File: src/sv/lpd_pkg.sv
// lpd_pkg: shared constants, types and register indexes of the local peak detector
// depends on nothing; lpd_rsp_reg, the core and the bench use it by scoped names
`timescale 1ns / 1ps
`default_nettype none

package lpd_pkg;

   localparam int MAX_COLS   = 32;
   localparam int MAX_ROWS   = 1024;
   localparam int VALUE_BITS = 16;

   localparam int COL_BITS  = (MAX_COLS > 1) ? $clog2(MAX_COLS) : 1;
   localparam int ROW_BITS  = (MAX_ROWS > 1) ? $clog2(MAX_ROWS) : 1;
   localparam int LINE_BITS = 2 * VALUE_BITS;

   localparam int CFG_ROWS_BITS  = 11;
   localparam int CFG_COLS_BITS  = 6;
   localparam int CSR_INDEX_BITS = 2;
   localparam int CSR_DATA_BITS  = 11;

   localparam logic [CSR_INDEX_BITS-1:0] REG_FRAME_ROWS = 2'd0;
   localparam logic [CSR_INDEX_BITS-1:0] REG_FRAME_COLS = 2'd1;

   localparam logic [CFG_ROWS_BITS-1:0] ROWS_RESET = 11'd16;
   localparam logic [CFG_COLS_BITS-1:0] COLS_RESET = 6'd16;

   typedef logic signed [VALUE_BITS-1:0] value_type;

   typedef struct packed {
      logic [ROW_BITS-1:0] row;
      logic [COL_BITS-1:0] col;
      logic                is_peak;
      logic                frame_end;
   } rsp_type;

   typedef enum logic [4:0] {
      S_IDLE  = 5'b00001,
      S_RD_C  = 5'b00010,
      S_RD_N  = 5'b00100,
      S_EVAL  = 5'b01000,
      S_FLUSH = 5'b10000
   } state_type;

endpackage

`default_nettype wire

File: src/sv/lpd_ram.sv
// lpd_ram: generic single write port, single read port ram with registered read
// depends on nothing
`timescale 1ns / 1ps
`default_nettype none

module lpd_ram #(
   parameter int WIDTH = 32,
   parameter int DEPTH = 32
) (
   input  wire logic                                      clock,
   input  wire logic                                      wr_en,
   input  wire logic [((DEPTH > 1) ? $clog2(DEPTH) : 1)-1:0] wr_addr,
   input  wire logic [WIDTH-1:0]                          wr_data,
   input  wire logic [((DEPTH > 1) ? $clog2(DEPTH) : 1)-1:0] rd_addr,
   output logic      [WIDTH-1:0]                          rd_data
);

   logic [WIDTH-1:0] mem_ff [DEPTH];
   logic [WIDTH-1:0] rd_data_ff;

   always_ff @(posedge clock) begin
      if (wr_en) begin
         mem_ff[wr_addr] <= wr_data;
      end
      rd_data_ff <= mem_ff[rd_addr];
   end

   assign rd_data = rd_data_ff;

endmodule

`default_nettype wire

File: src/sv/lpd_rsp_reg.sv
// lpd_rsp_reg: output register of the result channel, holds one item under stall
// depends on lpd_pkg for the result item struct
`timescale 1ns / 1ps
`default_nettype none

module lpd_rsp_reg (
   input  wire logic                            clock,
   input  wire logic                            reset,
   input  wire logic                            load,
   input  wire lpd_pkg::rsp_type                item,
   output logic                                 free,
   output logic                                 rsp_valid,
   input  wire logic                            rsp_stall,
   output logic [lpd_pkg::ROW_BITS-1:0]         rsp_peak_row,
   output logic [lpd_pkg::COL_BITS-1:0]         rsp_peak_col,
   output logic                                 rsp_is_peak,
   output logic                                 rsp_frame_end
);

   logic             valid_ff;
   logic             valid_in;
   lpd_pkg::rsp_type item_ff;

   assign free = !valid_ff || !rsp_stall;

   always_comb begin
      if (load) begin
         valid_in = 1'b1;
      end else if (rsp_stall) begin
         valid_in = valid_ff;
      end else begin
         valid_in = 1'b0;
      end
   end

   always_ff @(posedge clock) begin
      if (reset) begin
         valid_ff <= 1'b0;
      end else begin
         valid_ff <= valid_in;
      end
   end

   always_ff @(posedge clock) begin
      if (load) begin
         item_ff <= item;
      end
   end

   assign rsp_valid     = valid_ff;
   assign rsp_peak_row  = item_ff.row;
   assign rsp_peak_col  = item_ff.col;
   assign rsp_is_peak   = item_ff.is_peak;
   assign rsp_frame_end = item_ff.frame_end;

endmodule

`default_nettype wire

File: src/sv/raster_local_peak_detect_core.sv
// raster_local_peak_detect_core: 4-neighbour local maximum detection on a raster stream
// depends on lpd_pkg, lpd_ram (line memory) and lpd_rsp_reg (result register)
//
//   channel  ports                                    handshake
//   req      req_pixel_value                          req_valid / req_stall
//   rsp      rsp_peak_row rsp_peak_col rsp_is_peak    rsp_valid / rsp_stall
//            rsp_frame_end
//   csr      csr_index csr_data                       csr_valid / csr_ready
//
// each pixel goes through accept, two reads of the single read port of the line
// memory (this column, then the one to its right), then evaluate and write back
// the final pixel of a frame may add flush steps that emit the remaining last-row flags
// a full, stalled result register holds the evaluate step, and any flush step that emits
// reset clears control state and last-row flags; the line memory needs no clearing
`timescale 1ns / 1ps
`default_nettype none

module raster_local_peak_detect_core (
   input  wire logic                                 clock,
   input  wire logic                                 reset,
   input  wire logic                                 req_valid,
   output logic                                      req_stall,
   input  wire logic signed [lpd_pkg::VALUE_BITS-1:0] req_pixel_value,
   output logic                                      rsp_valid,
   input  wire logic                                 rsp_stall,
   output logic [lpd_pkg::ROW_BITS-1:0]              rsp_peak_row,
   output logic [lpd_pkg::COL_BITS-1:0]              rsp_peak_col,
   output logic                                      rsp_is_peak,
   output logic                                      rsp_frame_end,
   input  wire logic                                 csr_valid,
   output logic                                      csr_ready,
   input  wire logic [lpd_pkg::CSR_INDEX_BITS-1:0]   csr_index,
   input  wire logic [lpd_pkg::CSR_DATA_BITS-1:0]    csr_data
);

   localparam int COLB = lpd_pkg::COL_BITS;
   localparam int ROWB = lpd_pkg::ROW_BITS;
   localparam int VB   = lpd_pkg::VALUE_BITS;
   localparam int CRB  = lpd_pkg::CFG_ROWS_BITS;
   localparam int CCB  = lpd_pkg::CFG_COLS_BITS;

   lpd_pkg::state_type state_ff, state_in;

   logic [CRB-1:0] cfg_rows_ff, cfg_rows_in;
   logic [CCB-1:0] cfg_cols_ff, cfg_cols_in;
   logic [ROWB-1:0] row_ff, row_in;
   logic [COLB-1:0] col_ff, col_in;
   logic [COLB-1:0] k_ff, k_in;
   logic [lpd_pkg::MAX_COLS-1:0] flags_ff, flags_in;

   lpd_pkg::value_type px_ff, px_in;
   lpd_pkg::value_type center_ff, center_in;
   lpd_pkg::value_type two_ff, two_in;
   lpd_pkg::value_type right_ff, right_in;
   lpd_pkg::value_type left_ff, left_in;
   lpd_pkg::value_type prev_px_ff, prev_px_in;

   logic [CRB-1:0]  eff_rows;
   logic [CCB-1:0]  eff_cols;
   logic [ROWB-1:0] last_row;
   logic [COLB-1:0] last_col;
   logic            on_last_row;
   logic            on_last_col;
   logic            final_px;
   logic            peak_ok;
   logic [lpd_pkg::MAX_COLS-1:0] flags_eval;
   logic [lpd_pkg::MAX_COLS-1:0] flags_left;

   logic                         mem_we;
   logic [COLB-1:0]              rd_addr;
   logic [lpd_pkg::LINE_BITS-1:0] rd_data;
   logic                         out_free;
   logic                         emit;
   lpd_pkg::rsp_type             emit_item;

   // frame size, clamped
   always_comb begin
      if (cfg_rows_ff < CRB'(2)) begin
         eff_rows = CRB'(2);
      end else if (cfg_rows_ff > CRB'(lpd_pkg::MAX_ROWS)) begin
         eff_rows = CRB'(lpd_pkg::MAX_ROWS);
      end else begin
         eff_rows = cfg_rows_ff;
      end
      if (cfg_cols_ff < CCB'(2)) begin
         eff_cols = CCB'(2);
      end else if (cfg_cols_ff > CCB'(lpd_pkg::MAX_COLS)) begin
         eff_cols = CCB'(lpd_pkg::MAX_COLS);
      end else begin
         eff_cols = cfg_cols_ff;
      end
   end

   assign last_row    = ROWB'(eff_rows - 1'b1);
   assign last_col    = COLB'(eff_cols - 1'b1);
   assign on_last_row = (row_ff == last_row);
   assign on_last_col = (col_ff == last_col);
   assign final_px    = on_last_row && on_last_col;

   // decision for the pixel above the arriving one
   assign peak_ok = (row_ff != '0)
                    && (center_ff >= px_ff)
                    && ((col_ff == '0) || (center_ff >= left_ff))
                    && (on_last_col || (center_ff >= right_ff))
                    && ((row_ff == ROWB'(1)) || (center_ff >= two_ff));

   // last-row candidate flags
   always_comb begin
      flags_eval = flags_ff;
      if (on_last_row) begin
         if ((col_ff != '0) && (prev_px_ff < px_ff)) begin
            flags_eval[COLB'(col_ff - 1'b1)] = 1'b0;
         end
         flags_eval[col_ff] = (px_ff >= center_ff)
                              && ((col_ff == '0) || (px_ff >= prev_px_ff));
      end
   end

   always_comb begin
      flags_left        = flags_ff;
      flags_left[k_ff]  = 1'b0;
   end

   assign rd_addr   = (state_ff == lpd_pkg::S_RD_C) ? COLB'(col_ff + 1'b1) : col_ff;
   assign req_stall = (state_ff != lpd_pkg::S_IDLE) || csr_valid;
   assign csr_ready = (state_ff == lpd_pkg::S_IDLE);

   always_comb begin
      state_in    = state_ff;
      cfg_rows_in = cfg_rows_ff;
      cfg_cols_in = cfg_cols_ff;
      row_in      = row_ff;
      col_in      = col_ff;
      k_in        = k_ff;
      flags_in    = flags_ff;
      px_in       = px_ff;
      center_in   = center_ff;
      two_in      = two_ff;
      right_in    = right_ff;
      left_in     = left_ff;
      prev_px_in  = prev_px_ff;
      mem_we      = 1'b0;
      emit        = 1'b0;
      emit_item.row       = ROWB'(row_ff - 1'b1);
      emit_item.col       = col_ff;
      emit_item.is_peak   = 1'b1;
      emit_item.frame_end = 1'b0;
      case (state_ff)
         lpd_pkg::S_IDLE: begin
            if (csr_valid) begin
               if (csr_index == lpd_pkg::REG_FRAME_ROWS) begin
                  cfg_rows_in = csr_data[CRB-1:0];
                  row_in      = '0;
                  col_in      = '0;
                  flags_in    = '0;
               end else if (csr_index == lpd_pkg::REG_FRAME_COLS) begin
                  cfg_cols_in = csr_data[CCB-1:0];
                  row_in      = '0;
                  col_in      = '0;
                  flags_in    = '0;
               end
            end else if (req_valid) begin
               px_in    = req_pixel_value;
               state_in = lpd_pkg::S_RD_C;
            end
         end
         lpd_pkg::S_RD_C: begin
            center_in = rd_data[lpd_pkg::LINE_BITS-1:VB];
            two_in    = rd_data[VB-1:0];
            state_in  = lpd_pkg::S_RD_N;
         end
         lpd_pkg::S_RD_N: begin
            right_in = rd_data[lpd_pkg::LINE_BITS-1:VB];
            state_in = lpd_pkg::S_EVAL;
         end
         lpd_pkg::S_EVAL: begin
            if (out_free) begin
               mem_we     = 1'b1;
               left_in    = center_ff;
               prev_px_in = px_ff;
               emit       = peak_ok;
               emit_item.frame_end = final_px && (flags_eval == '0);
               if (on_last_col) begin
                  col_in = '0;
                  row_in = on_last_row ? '0 : ROWB'(row_ff + 1'b1);
               end else begin
                  col_in = COLB'(col_ff + 1'b1);
               end
               if (final_px && (flags_eval == '0)) begin
                  flags_in = '0;
                  state_in = lpd_pkg::S_IDLE;
                  if (!peak_ok) begin
                     emit                = 1'b1;
                     emit_item.row       = '0;
                     emit_item.col       = '0;
                     emit_item.is_peak   = 1'b0;
                     emit_item.frame_end = 1'b1;
                  end
               end else if (final_px) begin
                  flags_in = flags_eval;
                  k_in     = '0;
                  state_in = lpd_pkg::S_FLUSH;
               end else begin
                  flags_in = flags_eval;
                  state_in = lpd_pkg::S_IDLE;
               end
            end
         end
         lpd_pkg::S_FLUSH: begin
            emit_item.row       = last_row;
            emit_item.col       = k_ff;
            emit_item.frame_end = (flags_left == '0);
            if (!flags_ff[k_ff]) begin
               k_in = COLB'(k_ff + 1'b1);
            end else if (out_free) begin
               emit     = 1'b1;
               flags_in = flags_left;
               k_in     = COLB'(k_ff + 1'b1);
               if (flags_left == '0) begin
                  state_in = lpd_pkg::S_IDLE;
               end
            end
         end
         default: begin
            state_in = lpd_pkg::S_IDLE;
         end
      endcase
   end

   always_ff @(posedge clock) begin
      if (reset) begin
         state_ff    <= lpd_pkg::S_IDLE;
         cfg_rows_ff <= lpd_pkg::ROWS_RESET;
         cfg_cols_ff <= lpd_pkg::COLS_RESET;
         row_ff      <= '0;
         col_ff      <= '0;
         k_ff        <= '0;
         flags_ff    <= '0;
      end else begin
         state_ff    <= state_in;
         cfg_rows_ff <= cfg_rows_in;
         cfg_cols_ff <= cfg_cols_in;
         row_ff      <= row_in;
         col_ff      <= col_in;
         k_ff        <= k_in;
         flags_ff    <= flags_in;
      end
   end

   always_ff @(posedge clock) begin
      px_ff      <= px_in;
      center_ff  <= center_in;
      two_ff     <= two_in;
      right_ff   <= right_in;
      left_ff    <= left_in;
      prev_px_ff <= prev_px_in;
   end

   // line memory: row above in the upper half, row two above in the lower half
   lpd_ram #(
      .WIDTH (lpd_pkg::LINE_BITS),
      .DEPTH (lpd_pkg::MAX_COLS)
   ) u_line_ram (
      .clock   (clock),
      .wr_en   (mem_we),
      .wr_addr (col_ff),
      .wr_data ({px_ff, center_ff}),
      .rd_addr (rd_addr),
      .rd_data (rd_data)
   );

   lpd_rsp_reg u_rsp_reg (
      .clock         (clock),
      .reset         (reset),
      .load          (emit),
      .item          (emit_item),
      .free          (out_free),
      .rsp_valid     (rsp_valid),
      .rsp_stall     (rsp_stall),
      .rsp_peak_row  (rsp_peak_row),
      .rsp_peak_col  (rsp_peak_col),
      .rsp_is_peak   (rsp_is_peak),
      .rsp_frame_end (rsp_frame_end)
   );

endmodule

`default_nettype wire

File: config.mk
export PLATFORM = sky130hd
export DESIGN_NAME = raster_local_peak_detect_core
export DESIGN_NICKNAME = d
export VERILOG_FILES = /design/src/sv/lpd_pkg.sv /design/src/sv/lpd_ram.sv /design/src/sv/lpd_rsp_reg.sv /design/src/sv/raster_local_peak_detect_core.sv
export SDC_FILE = /design/constraint.sdc
export NUM_CORES = 2
export LEC_CHECK = 0
export ABC_CLOCK_PERIOD_IN_PS = 6100
export BUFFER_PORTS_ARGS = -buffer_cell sky130_fd_sc_hd__buf_2
export CAP_MARGIN = 20
export CORE_ASPECT_RATIO = 0.8
export CORE_MARGIN = 5
export CORE_UTILIZATION = 35
export DETAILED_ROUTE_END_ITERATION = 10
export PLACE_DENSITY = 0.48
export RECOVER_POWER = 100
export SETUP_SLACK_MARGIN = 0.02
export SYNTH_ARGS = -nofsm -noshare
export SYNTH_HDL_FRONTEND = slang
export SYNTH_SLANG_ARGS = --single-unit
export TNS_END_PERCENT = 30
File: constraint.sdc
create_clock -name clock -period 6.1 [get_ports clock]
set_input_delay 0.61 -clock clock [delete_from_list [all_inputs] [get_ports clock]]
set_output_delay 0.61 -clock clock [all_outputs]
set_load 0.05 [all_outputs]
==> metrics <==
FP Rows=126; clock root buffer=clkbuf_16; Critical Path Sink Type=register; Async SR Flop Fraction=0%; Routed Wire Length=155000 µm; Final Slew Violations=1561; type of origin of the critical path=register; VDD IR-drop max=276 µV; Max-slew headroom=-165%; maximum clock path buffer count=3; WL/cell=29.9 µm; dominant synthesized flop cell=edfxtp_1; NumNets Final=3210; Slew @ Worst Pin=3970 ps; Finish-stage setup viols=0; Cells after Synth=2880; synthesized area per cell=17.9 µm²; final worst slack=264 ps; Post-route DRC=0; r2r worst-path depth=5; top cells by area, synth=edfxtp_1 66%, mux4_2 14%, dfxtp_1 4.2%; vias per std cell=5.52; Post-synth top cells=1137 x edfxtp_1, 329 x mux4_2, 147 x nor2_1; Clock Skews=24.5 ps; maxcap violations=61; Core Area=147000 µm²; clock network latency to the later pin of the worst-skew pair=760 ps; CP Launch Point=col_ff[0]; Sink Count=1244; Final Core Density=40.2%; Syn Nets=3008; GRT Util Overall=19.8%; die height=353 µm; vias in the first global route=29200; post-route ant nets=0; CTS tree=done; CP Data Arrival Time=6210 ps; vias=28600; Pwr Density=344 nW/µm²; Die Width=439 µm; initial antenna violation count=4; count leader, synth=edfxtp_1; area growth from synthesis to layout=14.5%; n_diodes=0; Worst Path Required=6470 ps; r2r endpoint=u_line_ram.mem_ff[31][26]; R2R Setup Slk=260 ps; Worst-path clk slew=60 ps; RSZ-0062 raised after global routing=false; fmax=0.171 GHz; hold crit path type=primary input to register; setup TNS=0 ps; Final Hold Vio Count=0; synthesized cell area=51600 µm²; port buffer count=53; Synth Register Bits=1244; Leak=19.3 nW; Post-Place Setup Slack=354 ps; status=finished with violations; cell taking the most area after synthesis=edfxtp_1; CP max FO=20; pin count of the biggest net entering global routing=93; layout cells sized above 1=21.0%; Seq/Total Area, Yosys=70.3%; global-route wire length before repair=219000 µm; grt total ovfl=0; Final Critical Period=5840 ps; Reg2Reg Launch Point=col_ff[0]; failing checks=max-capacitance violations, max-slew violations; Netlist cell types=76; post-synth top area share=66.2%; die area=155000 µm²; routability cong.=0.884; Initial Util=35.1%; Power Total=20.3 mW; Post-DP HPWL=92500 µm; CP Class=register to register; Setup crit end=u_line_ram.mem_ff[31][26]; CTS H-tree lvls=4; TritonCTS buffer count=135; Tcrit/Tclk final=95.7%; IO Pins=54; Post-synth EDFFs=1137; initial drt markers=2607; Yosys warning count=0; First-pass DRT Iterations=5
[kinds of logic (layout without fill, tap and decap cells)]
group	count (synthesis)	count (layout)	share of synthesized area, %
compound gates	359	359	4.52
xor+xnor	39	39	0.689
fa+ha+maj	94	94	2.28
buf+inv	252	560	1.85
flops	1244	1244	70.3
mux	385	385	15.5
simple gates	507	507	4.78
[per-stage QoR]
stage | hold slack [ps] | std cells | instance area, µm²
after floorplan | 386 | 2880 | 51600
after global placement | 388 | 4911 | 55300
after detailed placement | 391 | 4915 | 55400
after CTS | 16.0 | 5171 | 59700
after global routing | 69.2 | 5172 | 59100
final | 97.1 | 5172 | 59100
[repair_timing]
action                                 CTS  global route
endpoints found under the hold margin   13             0
gates resized for setup                  0             1
setup endpoints to repair                0            36
hold buffers                            13             0
buffers inserted                         0             1
[how the worst min path moves through the flow]
stage | depth (start not counted) | to | from | slack (ps)
after floorplan | 0 | two_ff[0] | u_line_ram.rd_data[0] | 390
after global placement | 0 | two_ff[3] | u_line_ram.rd_data[3] | 390
after detailed placement | 0 | two_ff[3] | u_line_ram.rd_data[3] | 390
after CTS | 1 | px_ff[9] | req_pixel_value[9] | 20
after global routing | 3 | cfg_rows_ff[6] | csr_data[6] | 70
final | 3 | cfg_rows_ff[6] | csr_data[6] | 100
[worst max-delay path, cell delays in order, from the launching register on]
cell	delay, ps
dfxtp_1	580
ha_1	210
clkbuf_1	850
nand3_1	340
nor2_1	2450
clkbuf_2	940
[registers in the layout (all words and copies together), names as in the netlist, 11 cells and up]
| name | cells |
|---|---|
| two_ff | 16 |
| prev_px_ff | 16 |
| left_ff | 16 |
| px_ff | 16 |
| u_line_ram.rd_data | 32 |
| flags_ff | 32 |
| center_ff | 16 |
| u_line_ram.mem_ff | 1024 |
| right_ff | 16 |
| cfg_rows_ff | 11 |
[per-layer routing]
metal	global-route usage, %	routed length [µm]	up-vias
met1	29.0	70800	15300
met4	4.20	2810	0
li1	-	-	12100
met3	3.98	10400	195
met5	0	0	-
met2	30.8	70500	990
[power by group]
part           switching [mW]  internal (mW)  leakage [nW]
sequential              0.129           9.47          11.1
combinational            1.49           1.39          6.13
clock                    3.36           4.47          2.05
total                    4.98           15.3          19.3
[cell usage in the layout (no fill, tap or decap), drive strengths merged, types with 9 or more instances in the layout]
| cell | n |
|---|---|
| nor3 | 49 |
| or3 | 15 |
| nand4 | 35 |
| clkbuf | 291 |
| nor2b | 24 |
| mux4 | 329 |
| o22ai | 20 |
| xor2 | 10 |
| a211oi | 16 |
| nor2 | 147 |
| xnor2 | 28 |
| o31ai | 11 |
| nand2 | 133 |
| mux2i | 22 |
| inv | 117 |
| edfxtp | 1137 |
| nand2b | 10 |
| a21o | 12 |
| o21ai | 108 |
| nor4 | 12 |
| o211ai | 16 |
| a21oi | 65 |
| ha | 94 |
| a21boi | 9 |
| buf | 80 |
| a31oi | 15 |
| o221ai | 14 |
| mux2 | 34 |
| clkinv | 50 |
| dlygate4sd3 | 13 |
| dfxtp | 107 |
| o21a | 11 |
| nand3 | 40 |
[cell type report]
cell class / instances / area [µm²]
Tap cell: 1984 / 2480
Clock buffer: 178 / 3720
Fill cell: 13400 / 87900
Timing Repair Buffer: 206 / 1240
Clock inverter: 65 / 488
Sequential cell: 1244 / 36300
Inverter: 111 / 417
Multi-Input combinational cell: 1384 / 14400
Note: power is estimated with default switching activity, not from simulation.
